## config.mk

```make
export PLATFORM = sky130hd
export DESIGN_NAME = modular_exponentiation_core
export DESIGN_NICKNAME = d
export VERILOG_FILES = /design/src/rtl/mexp_pkg.sv /design/src/rtl/modular_exponentiation_core.sv /design/src/rtl/mexp_ctrl.sv /design/src/rtl/mexp_datapath.sv
export SDC_FILE = /design/constraint.sdc
export NUM_CORES = 1
export LEC_CHECK = 0
export ABC_CLOCK_PERIOD_IN_PS = 7990
export CORE_MARGIN = 2
export CORE_UTILIZATION = 55
export DETAILED_ROUTE_END_ITERATION = 10
export DONT_BUFFER_PORTS = 1
export PLACE_DENSITY = 0.7
export SLEW_MARGIN = 20
export SYNTH_ARGS = -nofsm -noshare
export SYNTH_HDL_FRONTEND = slang
export SYNTH_SLANG_ARGS = --single-unit
```

## constraint.sdc

```tcl
create_clock -name clk_i -period 7.99 [get_ports clk_i]
set_input_delay 0.799 -clock clk_i [delete_from_list [all_inputs] [get_ports clk_i]]
set_output_delay 0.799 -clock clk_i [all_outputs]
set_load 0.01 [all_outputs]
```

## src/rtl/mexp_pkg.sv

```systemverilog
package mexp_pkg;

  typedef enum logic [2:0] {
    ST_IDLE,
    ST_REDUCE,
    ST_SEED,
    ST_MUL,
    ST_UPDATE,
    ST_FINISH
  } mexp_state_e;

  // Commands from the controller to the datapath
  typedef struct packed {
    logic load;     // capture a new item
    logic step;     // one interleaved multiply/reduce step on both lanes
    logic reduce;   // step reduces the base (square lane multiplies by one)
    logic update;   // commit lane results, reload the multiplier shifter
    logic advance;  // update also consumes one exponent bit
    logic finish;   // register the result
  } mexp_cmd_t;

endpackage

```

## src/rtl/modular_exponentiation_core.sv

```systemverilog
// Channel  | Direction | Handshake               | Payload
// input    | in        | start, busy             | base_value_i, exponent_value_i
// result   | out       | result_valid_o (strobe) | power_residue_o
// config   | in        | cfg_valid_i, cfg_ready_o| cfg_data_i (modulus)
//
// An item first has its base reduced, then makes one multiply pass per
// exponent bit, each closed by an update, on the bit-serial modular
// multiplier: one multiplier bit per cycle, two lanes.
// busy is high from the accepting edge until the result is strobed; the next
// item may start in the strobe cycle. Reset loads the modulus with 23.
// Results are strobed for one cycle and cannot be held off.
module modular_exponentiation_core #(
  parameter int WORD_BITS = 16
) (
  input  logic                 clk_i,
  input  logic                 rst_ni,
  input  logic                 start,
  output logic                 busy,
  input  logic [WORD_BITS-1:0] base_value_i,
  input  logic [WORD_BITS-1:0] exponent_value_i,
  output logic                 result_valid_o,
  output logic [WORD_BITS-1:0] power_residue_o,
  input  logic                 cfg_valid_i,
  output logic                 cfg_ready_o,
  input  logic [WORD_BITS-1:0] cfg_data_i
);
  import mexp_pkg::*;

  localparam logic [WORD_BITS-1:0] ModulusReset = WORD_BITS'(23);

  logic [WORD_BITS-1:0] modulus_q;
  mexp_cmd_t            cmd;

  assign cfg_ready_o = 1'b1;

  always_ff @(posedge clk_i or negedge rst_ni) begin
    if (!rst_ni) begin
      modulus_q <= ModulusReset;
    end else if (cfg_valid_i && cfg_ready_o) begin
      modulus_q <= cfg_data_i;
    end
  end

  mexp_ctrl #(
    .WORD_BITS(WORD_BITS)
  ) u_ctrl (
    .clk_i         (clk_i),
    .rst_ni        (rst_ni),
    .start         (start),
    .busy          (busy),
    .cmd_o         (cmd),
    .result_valid_o(result_valid_o)
  );

  mexp_datapath #(
    .WORD_BITS(WORD_BITS)
  ) u_datapath (
    .clk_i           (clk_i),
    .cmd_i           (cmd),
    .modulus_i       (modulus_q),
    .base_value_i    (base_value_i),
    .exponent_value_i(exponent_value_i),
    .power_residue_o (power_residue_o)
  );

endmodule

```

## src/rtl/mexp_ctrl.sv

```systemverilog
module mexp_ctrl #(
  parameter int WORD_BITS = 16
) (
  input  logic              clk_i,
  input  logic              rst_ni,
  input  logic              start,
  output logic              busy,
  output mexp_pkg::mexp_cmd_t cmd_o,
  output logic              result_valid_o
);
  import mexp_pkg::*;

  localparam int CntW = $clog2(WORD_BITS);
  localparam logic [CntW-1:0] LastCnt = CntW'(WORD_BITS - 1);

  mexp_state_e state_q, state_d;
  logic [CntW-1:0] step_q, step_d;
  logic [CntW-1:0] ebit_q, ebit_d;
  logic strobe_q, strobe_d;

  // next state and counters
  always_comb begin
    state_d = state_q;
    step_d  = step_q;
    ebit_d  = ebit_q;
    unique case (state_q)
      ST_IDLE: begin
        if (start) begin
          state_d = ST_REDUCE;
          step_d  = LastCnt;
          ebit_d  = '0;
        end
      end
      ST_REDUCE: begin
        if (step_q == '0) begin
          state_d = ST_SEED;
        end else begin
          step_d = step_q - 1'b1;
        end
      end
      ST_SEED: begin
        state_d = ST_MUL;
        step_d  = LastCnt;
      end
      ST_MUL: begin
        if (step_q == '0) begin
          state_d = ST_UPDATE;
        end else begin
          step_d = step_q - 1'b1;
        end
      end
      ST_UPDATE: begin
        step_d = LastCnt;
        if (ebit_q == LastCnt) begin
          state_d = ST_FINISH;
        end else begin
          state_d = ST_MUL;
          ebit_d  = ebit_q + 1'b1;
        end
      end
      ST_FINISH: begin
        state_d = ST_IDLE;
      end
      default: state_d = ST_IDLE;
    endcase
  end

  // command outputs
  always_comb begin
    cmd_o    = '0;
    strobe_d = 1'b0;
    unique case (state_q)
      ST_IDLE:   cmd_o.load = start;
      ST_REDUCE: begin
        cmd_o.step   = 1'b1;
        cmd_o.reduce = 1'b1;
      end
      ST_SEED:   cmd_o.update = 1'b1;
      ST_MUL:    cmd_o.step = 1'b1;
      ST_UPDATE: begin
        cmd_o.update  = 1'b1;
        cmd_o.advance = 1'b1;
      end
      ST_FINISH: begin
        cmd_o.finish = 1'b1;
        strobe_d     = 1'b1;
      end
      default: cmd_o = '0;
    endcase
  end

  always_ff @(posedge clk_i or negedge rst_ni) begin
    if (!rst_ni) begin
      state_q  <= ST_IDLE;
      step_q   <= '0;
      ebit_q   <= '0;
      strobe_q <= 1'b0;
    end else begin
      state_q  <= state_d;
      step_q   <= step_d;
      ebit_q   <= ebit_d;
      strobe_q <= strobe_d;
    end
  end

  assign busy           = (state_q != ST_IDLE);
  assign result_valid_o = strobe_q;

  a_strobe_single: assert property (@(posedge clk_i) disable iff (!rst_ni)
    strobe_q |=> !strobe_q)
    else $error("result strobe held for more than one cycle");

  a_accept_busy: assert property (@(posedge clk_i) disable iff (!rst_ni)
    (start && !busy) |=> busy)
    else $error("accepted item did not make the block busy");

  a_finish_strobe: assert property (@(posedge clk_i) disable iff (!rst_ni)
    cmd_o.finish |=> (strobe_q && !busy))
    else $error("finish not followed by result strobe");

  a_cmd_onehot: assert property (@(posedge clk_i) disable iff (!rst_ni)
    $onehot0({cmd_o.load, cmd_o.step, cmd_o.update, cmd_o.finish}))
    else $error("conflicting datapath commands");

endmodule

```

## src/rtl/mexp_datapath.sv

```systemverilog
module mexp_datapath #(
  parameter int WORD_BITS = 16
) (
  input  logic                 clk_i,
  input  mexp_pkg::mexp_cmd_t  cmd_i,
  input  logic [WORD_BITS-1:0] modulus_i,
  input  logic [WORD_BITS-1:0] base_value_i,
  input  logic [WORD_BITS-1:0] exponent_value_i,
  output logic [WORD_BITS-1:0] power_residue_o
);
  import mexp_pkg::*;

  localparam logic [WORD_BITS-1:0] One = WORD_BITS'(1);

  logic [WORD_BITS-1:0] shift_q, shift_d;
  logic [WORD_BITS-1:0] exp_q, exp_d;
  logic [WORD_BITS-1:0] acc_q, acc_d;
  logic [WORD_BITS-1:0] sq_q, sq_d;
  logic [WORD_BITS-1:0] mul_q, mul_d;   // acc * sq lane
  logic [WORD_BITS-1:0] sqr_q, sqr_d;   // sq * sq lane, also base reduction
  logic [WORD_BITS-1:0] res_q, res_d;
  logic [WORD_BITS-1:0] sqr_addend;
  logic                 mbit;

  // r' = (2r + bit * a) mod m, for r < m and a < m
  function automatic logic [WORD_BITS-1:0] horner_step(
    input logic [WORD_BITS-1:0] r,
    input logic [WORD_BITS-1:0] a,
    input logic                 b,
    input logic [WORD_BITS-1:0] m
  );
    logic [WORD_BITS:0] dbl;
    logic [WORD_BITS:0] sum;
    dbl = {r, 1'b0};
    if (dbl >= {1'b0, m}) begin
      dbl = dbl - {1'b0, m};
    end
    sum = dbl + (b ? {1'b0, a} : '0);
    if (sum >= {1'b0, m}) begin
      sum = sum - {1'b0, m};
    end
    return sum[WORD_BITS-1:0];
  endfunction

  assign mbit       = shift_q[WORD_BITS-1];
  assign sqr_addend = cmd_i.reduce ? One : sq_q;

  always_comb begin
    shift_d = shift_q;
    exp_d   = exp_q;
    acc_d   = acc_q;
    sq_d    = sq_q;
    mul_d   = mul_q;
    sqr_d   = sqr_q;
    res_d   = res_q;
    if (cmd_i.load) begin
      shift_d = base_value_i;
      exp_d   = exponent_value_i;
      acc_d   = One;
      mul_d   = '0;
      sqr_d   = '0;
    end
    if (cmd_i.step) begin
      // walk the multiplier bits from the top
      shift_d = {shift_q[WORD_BITS-2:0], 1'b0};
      mul_d   = horner_step(mul_q, acc_q, mbit, modulus_i);
      sqr_d   = horner_step(sqr_q, sqr_addend, mbit, modulus_i);
    end
    if (cmd_i.update) begin
      sq_d    = sqr_q;
      shift_d = sqr_q;
      mul_d   = '0;
      sqr_d   = '0;
      if (cmd_i.advance) begin
        exp_d = exp_q >> 1;
        if (exp_q[0]) begin
          acc_d = mul_q;
        end
      end
    end
    if (cmd_i.finish) begin
      // modulus below two leaves every residue at zero
      res_d = (modulus_i < WORD_BITS'(2)) ? '0 : acc_q;
    end
  end

  always_ff @(posedge clk_i) begin
    shift_q <= shift_d;
    exp_q   <= exp_d;
    acc_q   <= acc_d;
    sq_q    <= sq_d;
    mul_q   <= mul_d;
    sqr_q   <= sqr_d;
    res_q   <= res_d;
  end

  assign power_residue_o = res_q;

endmodule
```

# Word level (Yosys, flattened, before mapping)
# Cells that the tools add are included.
[op_classes]
div_mod_pow = 0
magnitude_cmp = 5
n_addsub = 8
n_mux = 39
reduce_logical = 12
eq_ne = 11
n_mul = 0
n_shift = 0
bitwise = 0
[op_table]
columns = ["operator", "count"]
rows = [
  ["$mux 16", 18],
  ["$ge 17x16->1", 4],
  ["$mux 17", 4],
  ["$add 17x16->17", 2],
  ["$sub 17x16->17", 2],
  ["$sub 16x16->16", 2],
  ["$lt 16x2->1 const B", 1],
  ["$mux 4", 4],
  ["$pmux 3 s5", 1],
  ["$mux 3", 4],
  ["$pmux 4 s3", 1],
  ["$reduce_and 3->1", 3],
  ["$reduce_bool 3->1", 3],
  ["$pmux 4 s2", 1],
  ["$eq 3x2->1 const B", 2],
  ["$eq 3x3->1 const B", 2],
  ["$mux 1", 6],
  ["$ne 2x2->1 const B", 3],
  ["$add 4x1->4 const B", 1],
  ["$eq 4x4->1 const B", 1],
  ["$logic_not 4->1", 1],
  ["$ne 2x1->1 const B", 2],
  ["$reduce_bool 2->1", 2],
  ["$reduce_or 2->1", 2],
  ["other kinds (3)", 3],
]
[word_totals]
elab_cells = 87
romBits = 0
ram_bits = 0
regBits = 140
latch_bits = 0
output_inout_bits = 19
mem_count = 0
input_bits = 52

# Depth between registers and ports, before layout
# Gate-level depths: netlist (run 1).
[depth]
depth_word = 8
depth_mapped = 32
ltp_nobuf = 30

# By module
# Synthesis (run 1) repeated with hierarchy kept, for this count alone.
[unflattened]
cells_unflattened = 1229
area_unflattened_um2 = 10862.9
[modules_own_cells]
columns = ["mod", "cells_each", "instances", "area_each_um2"]
rows = [
  ["mexp_datapath", 1124, 1, 9509.1],
  ["mexp_ctrl", 69, 1, 688.2],
  ["modular_exponentiation_core", 36, 1, 665.6],
]

# Worst setup path after synthesis (run 1)
# No wires, ideal clock.
[synth_path]
path_kind = "flip-flop to flip-flop"
from = "register modulus_q[1]"
to = "register u_datapath.mul_q[0]"
period_less_slack_ns = 6.607
setup_time_ns = 0.145
required_time_ns = 7.845
n_path_buf = 4
slack_ns = 1.383
t_arrival_ns = 6.462
stages_incl_launch_ff = 31
cell_sequence = "dfstp_2 inv_1 ha_1 nor2b_1 o31ai_1 a31oi_1 o2111a_1 nor2_1 o211a_1 clkbuf_1 clkbuf_1 o21ai_0 ha_1 o21ai_0 o21ai_0 nand4_1 a31oi_1 nor2_1 o311ai_0 o21ba_2 o31a_1 ha_1 or3_1 a311o_1 a211oi_1 a311oi_1 nor2_1 and3_1 buf_2 buf_4 a221oi_1"
[synth_via]
elab_chain_len = 7
word_cells_on_any_way = 9
cone_classes = "add/sub: 3; order compare: 2; mux: 4"
[synth_rtl]
columns = ["item", "line", "source"]
rows = [
  ["from (decl)", "modular_exponentiation_core.sv:31", "logic [WORD_BITS-1:0] modulus_q;"],
  ["from (signal assigned)", "modular_exponentiation_core.sv:38", "modulus_q <= ModulusReset;"],
  ["from (signal assigned)", "modular_exponentiation_core.sv:40", "modulus_q <= cfg_data_i;"],
  ["$sub 17x16->17 or $ge 17x16->1 (tied branches)", "mexp_datapath.sv:36, mexp_datapath.sv:35", ""],
  ["$mux 17", "mexp_datapath.sv:35", "if (dbl >= {1'b0, m}) begin"],
  ["$mux 17", "mexp_datapath.sv:63", "if (cmd_i.step) begin"],
  ["$add 17x16->17", "mexp_datapath.sv:38", "sum = dbl + (b ? {1'b0, a} : '0);"],
  ["$ge 17x16->1 or $sub 16x16->16 (tied branches)", "mexp_datapath.sv:39, mexp_datapath.sv:40", ""],
  ["$mux 16 *", "mexp_datapath.sv:39", "if (sum >= {1'b0, m}) begin"],
  ["$mux 16 *", "mexp_datapath.sv:63", ""],
  ["to (signal assigned)", "mexp_datapath.sv:92", "mul_q <= mul_d;"],
  ["to (decl)", "mexp_datapath.sv:19", "logic [WORD_BITS-1:0] mul_q, mul_d;"],
]
# Mark *: on every way between the ends. The rest lies on a longest branch, timed or not. The select of a mux whose other input is x is not followed.
# A chain may end at the register's enable or synchronous reset.

# Worst setup path after layout (run 1)
# Ends and elaborated chain as after synthesis.

==> results of run 1 <==
==> cell families (layout without fill, tap and decap cells) <==
kind of cell	after synthesis	count (layout)	synth area share [%]
mux	44	44	4.33
simple gates	377	377	17.8
flops	140	140	32.7
other cells	1	1	0.0357
compound gates	344	344	21.9
buf+inv	89	89	3.28
fa+ha+maj	104	104	12.8
xor+xnor	81	81	7.13
==> metal layers <==
layer / up-vias / share of wire, % / GRT usage (%)
met2: 259 / 44 / 41.1
met5: - / 0 / 0
met4: 0 / 1.5 / 7.47
li1: 4305 / - / -
met3: 29 / 6.8 / 6.90
met1: 4063 / 48 / 37.5
==> worst max-delay path, stage by stage (launching register included) <==
cell,delay [ns]
dfstp_2,0.58
inv_1,0.16
ha_1,0.35
nor2b_1,0.16
o31ai_1,0.34
a31oi_1,0.24
o2111a_1,0.31
nor2_1,0.09
o211a_1,0.33
mux2_2,0.39
ha_1,0.30
a211oi_1,0.09
o21ai_0,0.28
nand4_1,0.20
a31oi_1,0.22
nor2_1,0.10
o311ai_0,0.51
o21ba_2,0.23
o31a_1,0.13
ha_1,0.23
or3_1,0.38
a311o_1,0.32
a211oi_1,0.21
a311oi_1,0.15
nor2_1,0.38
and3_2,0.44
a221oi_1,0.13
==> final timing paths <==
check	start	endpoint	slack (ns)
setup / recovery	modulus_q[1]	u_datapath.mul_q[0]	0.58
hold / removal	rst_ni	modulus_q[11]	0.05
setup reg to reg	modulus_q[1]	u_datapath.mul_q[0]	0.58
hold reg to reg	u_datapath.exp_q[15]	u_datapath.exp_q[14]	0.45
max in group asynchronous	rst_ni	modulus_q[0]	7.74
min in group clk_i	cfg_valid_i	modulus_q[4]	0.43
==> state kept, by name, indices dropped and copies added, names as in the netlist, 16 cells and up <==
signal and count:
modulus_q 16, u_datapath.acc_q 16, u_datapath.exp_q 16, u_datapath.mul_q 16, u_datapath.power_residue_o 16, u_datapath.shift_q 16, u_datapath.sq_q 16, u_datapath.sqr_q 16
==> through the flow <==
step	util (%)	area (µm²)	worst slack, ns	std cells	hold WS, ns
floorplan	-	10500	1.38	1180	0.424
global placement	57.2	10700	0.780	1381	0.438
detailed placement	57.2	10700	0.562	1381	0.443
CTS	60.3	11300	0.524	1413	0.0485
global route	60.4	11300	0.0432	1414	0.0396
finish	60.4	11300	0.583	1414	0.0539
==> cell type report <==
cell class                 count  area, µm²  share of cell area (%)
multi-input combinational    951       6740                    59.7
sequential                   140       3430                    30.4
clock buffer                  20        478                    4.23
tap                          234        293                    2.59
inverter                      49        184                    1.63
clock inverter                12       97.6                   0.864
timing repair buffer           8       72.6                   0.642
==> synth_stat cells, types with 7 or more instances <==
library cell / n / area [µm²]
xnor2_1: 55 / 482
nand2b_1: 9 / 56.3
a211oi_1: 11 / 82.6
a21oi_1: 75 / 375
mux2_2: 11 / 124
o21a_1: 15 / 113
nor2_1: 64 / 240
nand3_1: 21 / 105
nor3_1: 21 / 105
o31a_1: 7 / 61.3
edfxtp_1: 48 / 1440
nand4_1: 10 / 62.6
nand2_1: 123 / 462
dfxtp_1: 64 / 1280
a22o_1: 16 / 140
a221o_1: 18 / 180
dfrtp_1: 24 / 601
or3_1: 11 / 68.8
mux2i_1: 33 / 330
o21bai_1: 7 / 52.6
nor4_1: 7 / 43.8
ha_1: 98 / 1230
o21ai_0: 99 / 495
and3_1: 17 / 106
clkbuf_1: 35 / 131
o211ai_1: 18 / 135
inv_1: 49 / 184
and2_1: 60 / 375
nor2b_1: 21 / 131
xor2_1: 23 / 201
a21o_1: 21 / 158
==> repair_timing <==
action                     4_1_cts  5_1_grt
resized for setup                0        1
hold endpoints to repair         0        0
setup endpoints to repair        0       14
buffers inserted                 0        0
==> results.sh, run 1 <==
export IMPL_status="complete, no violations"
export IMPL_antenna_found_initial=0
export IMPL_final_nets=1323
export IMPL_hold_buffers=0
export IMPL_place_hpwl_um=20000
export IMPL_final_setup_tns_ns=0
export IMPL_maxSlewHeadroom_pct=29.7
export IMPL_num_fill_cells=1666
export IMPL_grt_use_total_pct=26.8
export IMPL_area_delta_synth_final_pct=7.62
export IMPL_vias=8656
export IMPL_cts_tree="done"
export IMPL_diodes=0
export IMPL_die_h_um=142
export IMPL_synthFlopType="dfxtp_1"
export IMPL_drv_slew=0
export IMPL_io_pins=71
export IMPL_syn_avg_cell_area_um2=8.90
export IMPL_grt_max_degree=50
export IMPL_final_cell_mix="nand2_1 (123), o21ai_0 (99), ha_1 (98)"
export IMPL_core_um2=18700
export IMPL_num_rows=50
export IMPL_max_freq_ghz=0.135
export IMPL_tightest_slew_ns=1.05
export IMPL_ys_warn_count=0
export IMPL_grt_pass1_wl_um=42700
export IMPL_start_util_pct=56.1
export IMPL_post_route_min_period_ns=7.41
export IMPL_drt_pass1_iter_count=5
export IMPL_start_kind="flip-flop"
export IMPL_synth_seq_cells=140
export IMPL_gp_congestion=0.976
export IMPL_crit_path_end_kind="flip-flop"
export IMPL_ys_seq_area_share_pct=32.7
export IMPL_grt_overflow_total=0
export IMPL_hold_viol_final=0
export IMPL_fin_crit_sh_pct=92.7
export IMPL_synth_edf_count=48
export IMPL_fp_dieW_um=142
export IMPL_async_flop_share_pct=20.0
export IMPL_cts_root_buf="clkbuf_16"
export IMPL_syn_inst=1180
export IMPL_drt_wl_total_um=26200
export IMPL_clock_path_buffers=2
export IMPL_rsz0062_at_grt="no"
export IMPL_antenna_left=0
export IMPL_clk_pin_slew_ns=0.06
export IMPL_maxCapViolCount=0
export IMPL_syn_nets=1336
export IMPL_layout_commonest_cell="nand2_1"
export IMPL_insertion_delay_ns=0.44
export IMPL_cts_sinks=140
export IMPL_fp_dieArea_um2=20200
export IMPL_netlist_area_um2=10500
export IMPL_viasPerCell=6.12
export IMPL_grt_pass1_vias=8165
export IMPL_h_tree_depth=4
export IMPL_clock_skew_ns=0.0124
export IMPL_remaining_drc_errors=0
export IMPL_r2r_cells=26
export IMPL_drive_gt1_share_pct=6.61
export IMPL_setup_viol=0
export IMPL_arrival_ns=7.69
export IMPL_hold_class="in2async"
export IMPL_path_max_fanout=14
export IMPL_wl_per_cell_um=18.6
export IMPL_drt_iter0_markers=621
export IMPL_criticalPathCategory="reg2reg"
export IMPL_portBuffers=0
export IMPL_required_ns=8.27
export IMPL_ys_types=75
export IMPL_cts_buffers_inserted=17
Power of run 1 is left out: the tool's default activity adds up to more than one toggle a clock period on the data nets, which glitch-free logic cannot reach.
==> inputs of run 2 (changes only) <==
--- a/config.mk
+++ b/config.mk
@@ -5,12 +5,12 @@
 export SDC_FILE = /design/constraint.sdc
 export NUM_CORES = 1
 export LEC_CHECK = 0
-export ABC_CLOCK_PERIOD_IN_PS = 7990
+export ABC_CLOCK_PERIOD_IN_PS = 6200
 export CORE_MARGIN = 2
 export CORE_UTILIZATION = 55
 export DETAILED_ROUTE_END_ITERATION = 10
 export DONT_BUFFER_PORTS = 1
-export PLACE_DENSITY = 0.7
+export PLACE_DENSITY = 0.73
 export SLEW_MARGIN = 20
 export SYNTH_ARGS = -nofsm -noshare
 export SYNTH_HDL_FRONTEND = slang
==> constraint.sdc (replaced) <==
create_clock -name clk_i -period 6.2 [get_ports clk_i]
set_input_delay 0.62 -clock clk_i [delete_from_list [all_inputs] [get_ports clk_i]]
set_output_delay 0.62 -clock clk_i [all_outputs]
set_load 0.01 [all_outputs]
==> run 2 against run 1 <==
Against the previous run:
- the run now ends with negative setup slack left
- count of clock-buffer cells in the layout down 2
- wire length up 12%
- die area unchanged
- register-to-register slack worse by 0.61 ns
- clock skew down 0.0013 ns
- sequential share of layout area down 3.2 points
- design area up 12%
- cell count up 7.8%
- flip-flop and latch count unchanged
- via count up 7.8%
- critical path type unchanged
- critical endpoint is now u_datapath.mul_q[5]
==> results.sh, run 2 (same netlist as run 1, synthesis figures left out) <==
export IMPL_insertion_delay_ns=0.44
export IMPL_finalWorstSetupSlack_ns=-0.0271
export IMPL_start_util_pct=56.1
export IMPL_violations="negative setup slack"
export IMPL_final_nets=1433
export IMPL_maxCapViolCount=0
export IMPL_grt_max_degree=50
export IMPL_grt_pass1_vias=8650
export IMPL_cts_tree="done"
export IMPL_clk_pin_slew_ns=0.07
export IMPL_clock_path_buffers=2
export IMPL_cts_root_buf="clkbuf_16"
export IMPL_place_hpwl_um=21100
export IMPL_wl_per_cell_um=19.2
export IMPL_rsz0062_at_grt="yes"
export IMPL_crit_path_end_kind="flip-flop"
export IMPL_diodes=0
export IMPL_whs_ns=0.00222
export IMPL_max_freq_ghz=0.161
export IMPL_drt_pass1_iter_count=5
export IMPL_path_max_fanout=6
export IMPL_num_rows=50
export IMPL_grt_pass1_wl_um=44800
export IMPL_tightest_slew_ns=1.12
export IMPL_layout_commonest_cell="nand2_1"
export IMPL_place_area_um2=11300
export IMPL_status="finished with violations"
export IMPL_slowest_stage="dfstp_2"
export IMPL_cts_buffers_inserted=17
export IMPL_final_cell_mix="nand2_1 (121), buf_4 (104), o21ai_0 (86)"
export IMPL_grt_overflow_total=0
export IMPL_portBuffers=0
export IMPL_required_ns=6.53
export IMPL_setup_viol=4
export IMPL_fp_dieArea_um2=20200
export IMPL_h_tree_depth=4
export IMPL_fin_crit_sh_pct=100
export IMPL_area_delta_synth_final_pct=20.2
export IMPL_criticalPathCategory="reg2reg"
export IMPL_drt_iter0_markers=732
export IMPL_cts_sinks=140
export IMPL_die_h_um=142
export IMPL_start_kind="flip-flop"
export IMPL_drive_gt1_share_pct=20.2
export IMPL_drt_wl_total_um=29300
export IMPL_arrival_ns=6.55
export IMPL_antenna_left=0
export IMPL_clock_skew_ns=0.0111
export IMPL_stdcell_area_um2=12600
export IMPL_io_pins=71
export IMPL_core_um2=18700
export IMPL_drv_slew=0
export IMPL_maxSlewHeadroom_pct=25.4
export IMPL_vias=9330
export IMPL_viasPerCell=6.12
export IMPL_grt_use_total_pct=28.0
export IMPL_gp_congestion=0.960
export IMPL_hold_class="in2async"
export IMPL_post_route_min_period_ns=6.23
export IMPL_antenna_found_initial=0
export IMPL_remaining_drc_errors=0
export IMPL_hold_viol_final=0
export IMPL_fp_dieW_um=142
export IMPL_slowest_delay_ns=0.54
-- run 2: what timing repair did --
item                                   4_1_cts  5_1_grt
setup endpoints to repair                   32       32
gates cloned                                 0        2
resized for setup                           10      101
buffers inserted                             3       21
endpoints found under the hold margin       24        0
hold buffers                                 1        0
pin swaps                                    2       49
-- run 2: stage by stage --
stage	TNS (ns)	setup slack (ns)	util, %	instances
6_report	-0.0716	-0.0271	67.4	1524
5_1_grt	-4.39	-0.324	67.4	1524
4_1_cts	0	0.00603	64.1	1501
3_5_place_dp	-1.14	-0.157	60.6	1465
3_3_place_gp	-0.0366	-0.0208	60.6	1465
2_1_floorplan	0	0.00471	-	1180
-- run 2: cell type report --
type	instances	area, µm²
clock buffers	18	450
clock inverters	14	124
fillers	1499	6090
inverters	49	184
multi-input cells	952	7210
flip-flops and latches	140	3430
well taps	234	293
repair buffers	117	930
-- run 2: final timing paths --
check	startpoint	end	slack, ns	depth (start not counted)
min reg2reg	u_datapath.exp_q[15]	u_datapath.exp_q[14]	0.45	2
max reg2reg	modulus_q[1]	u_datapath.mul_q[5]	-0.03	29
min in group clk_i	cfg_valid_i	modulus_q[2]	0.26	1
min	rst_ni	u_ctrl.ebit_q[1]	0.002	1
max	modulus_q[1]	u_datapath.mul_q[5]	-0.03	29
max in group asynchronous	rst_ni	modulus_q[12]	6.03	1
-- run 2: routing by layer --
metal / GRT usage, % / up-vias / wire, µm
met5: 0 / - / 0
met4: 7.42 / 0 / 581
met3: 4.78 / 60 / 2020
met2: 43.2 / 346 / 13000
met1: 40.6 / 4399 / 13700
li1: - / 4525 / -
-- run 2: critical path, delay by kind of cell (launching register included) --
family / cells / cell delay (ns)
adder cells (fa/ha/maj): 3 / 0.74
AND/OR/NAND/NOR: 6 / 1.03
AO/OA/AOI/OAI: 16 / 3.27
buffers and inverters: 4 / 0.51
flip-flops: 1 / 0.54
Power of run 2 is left out for the same reason.
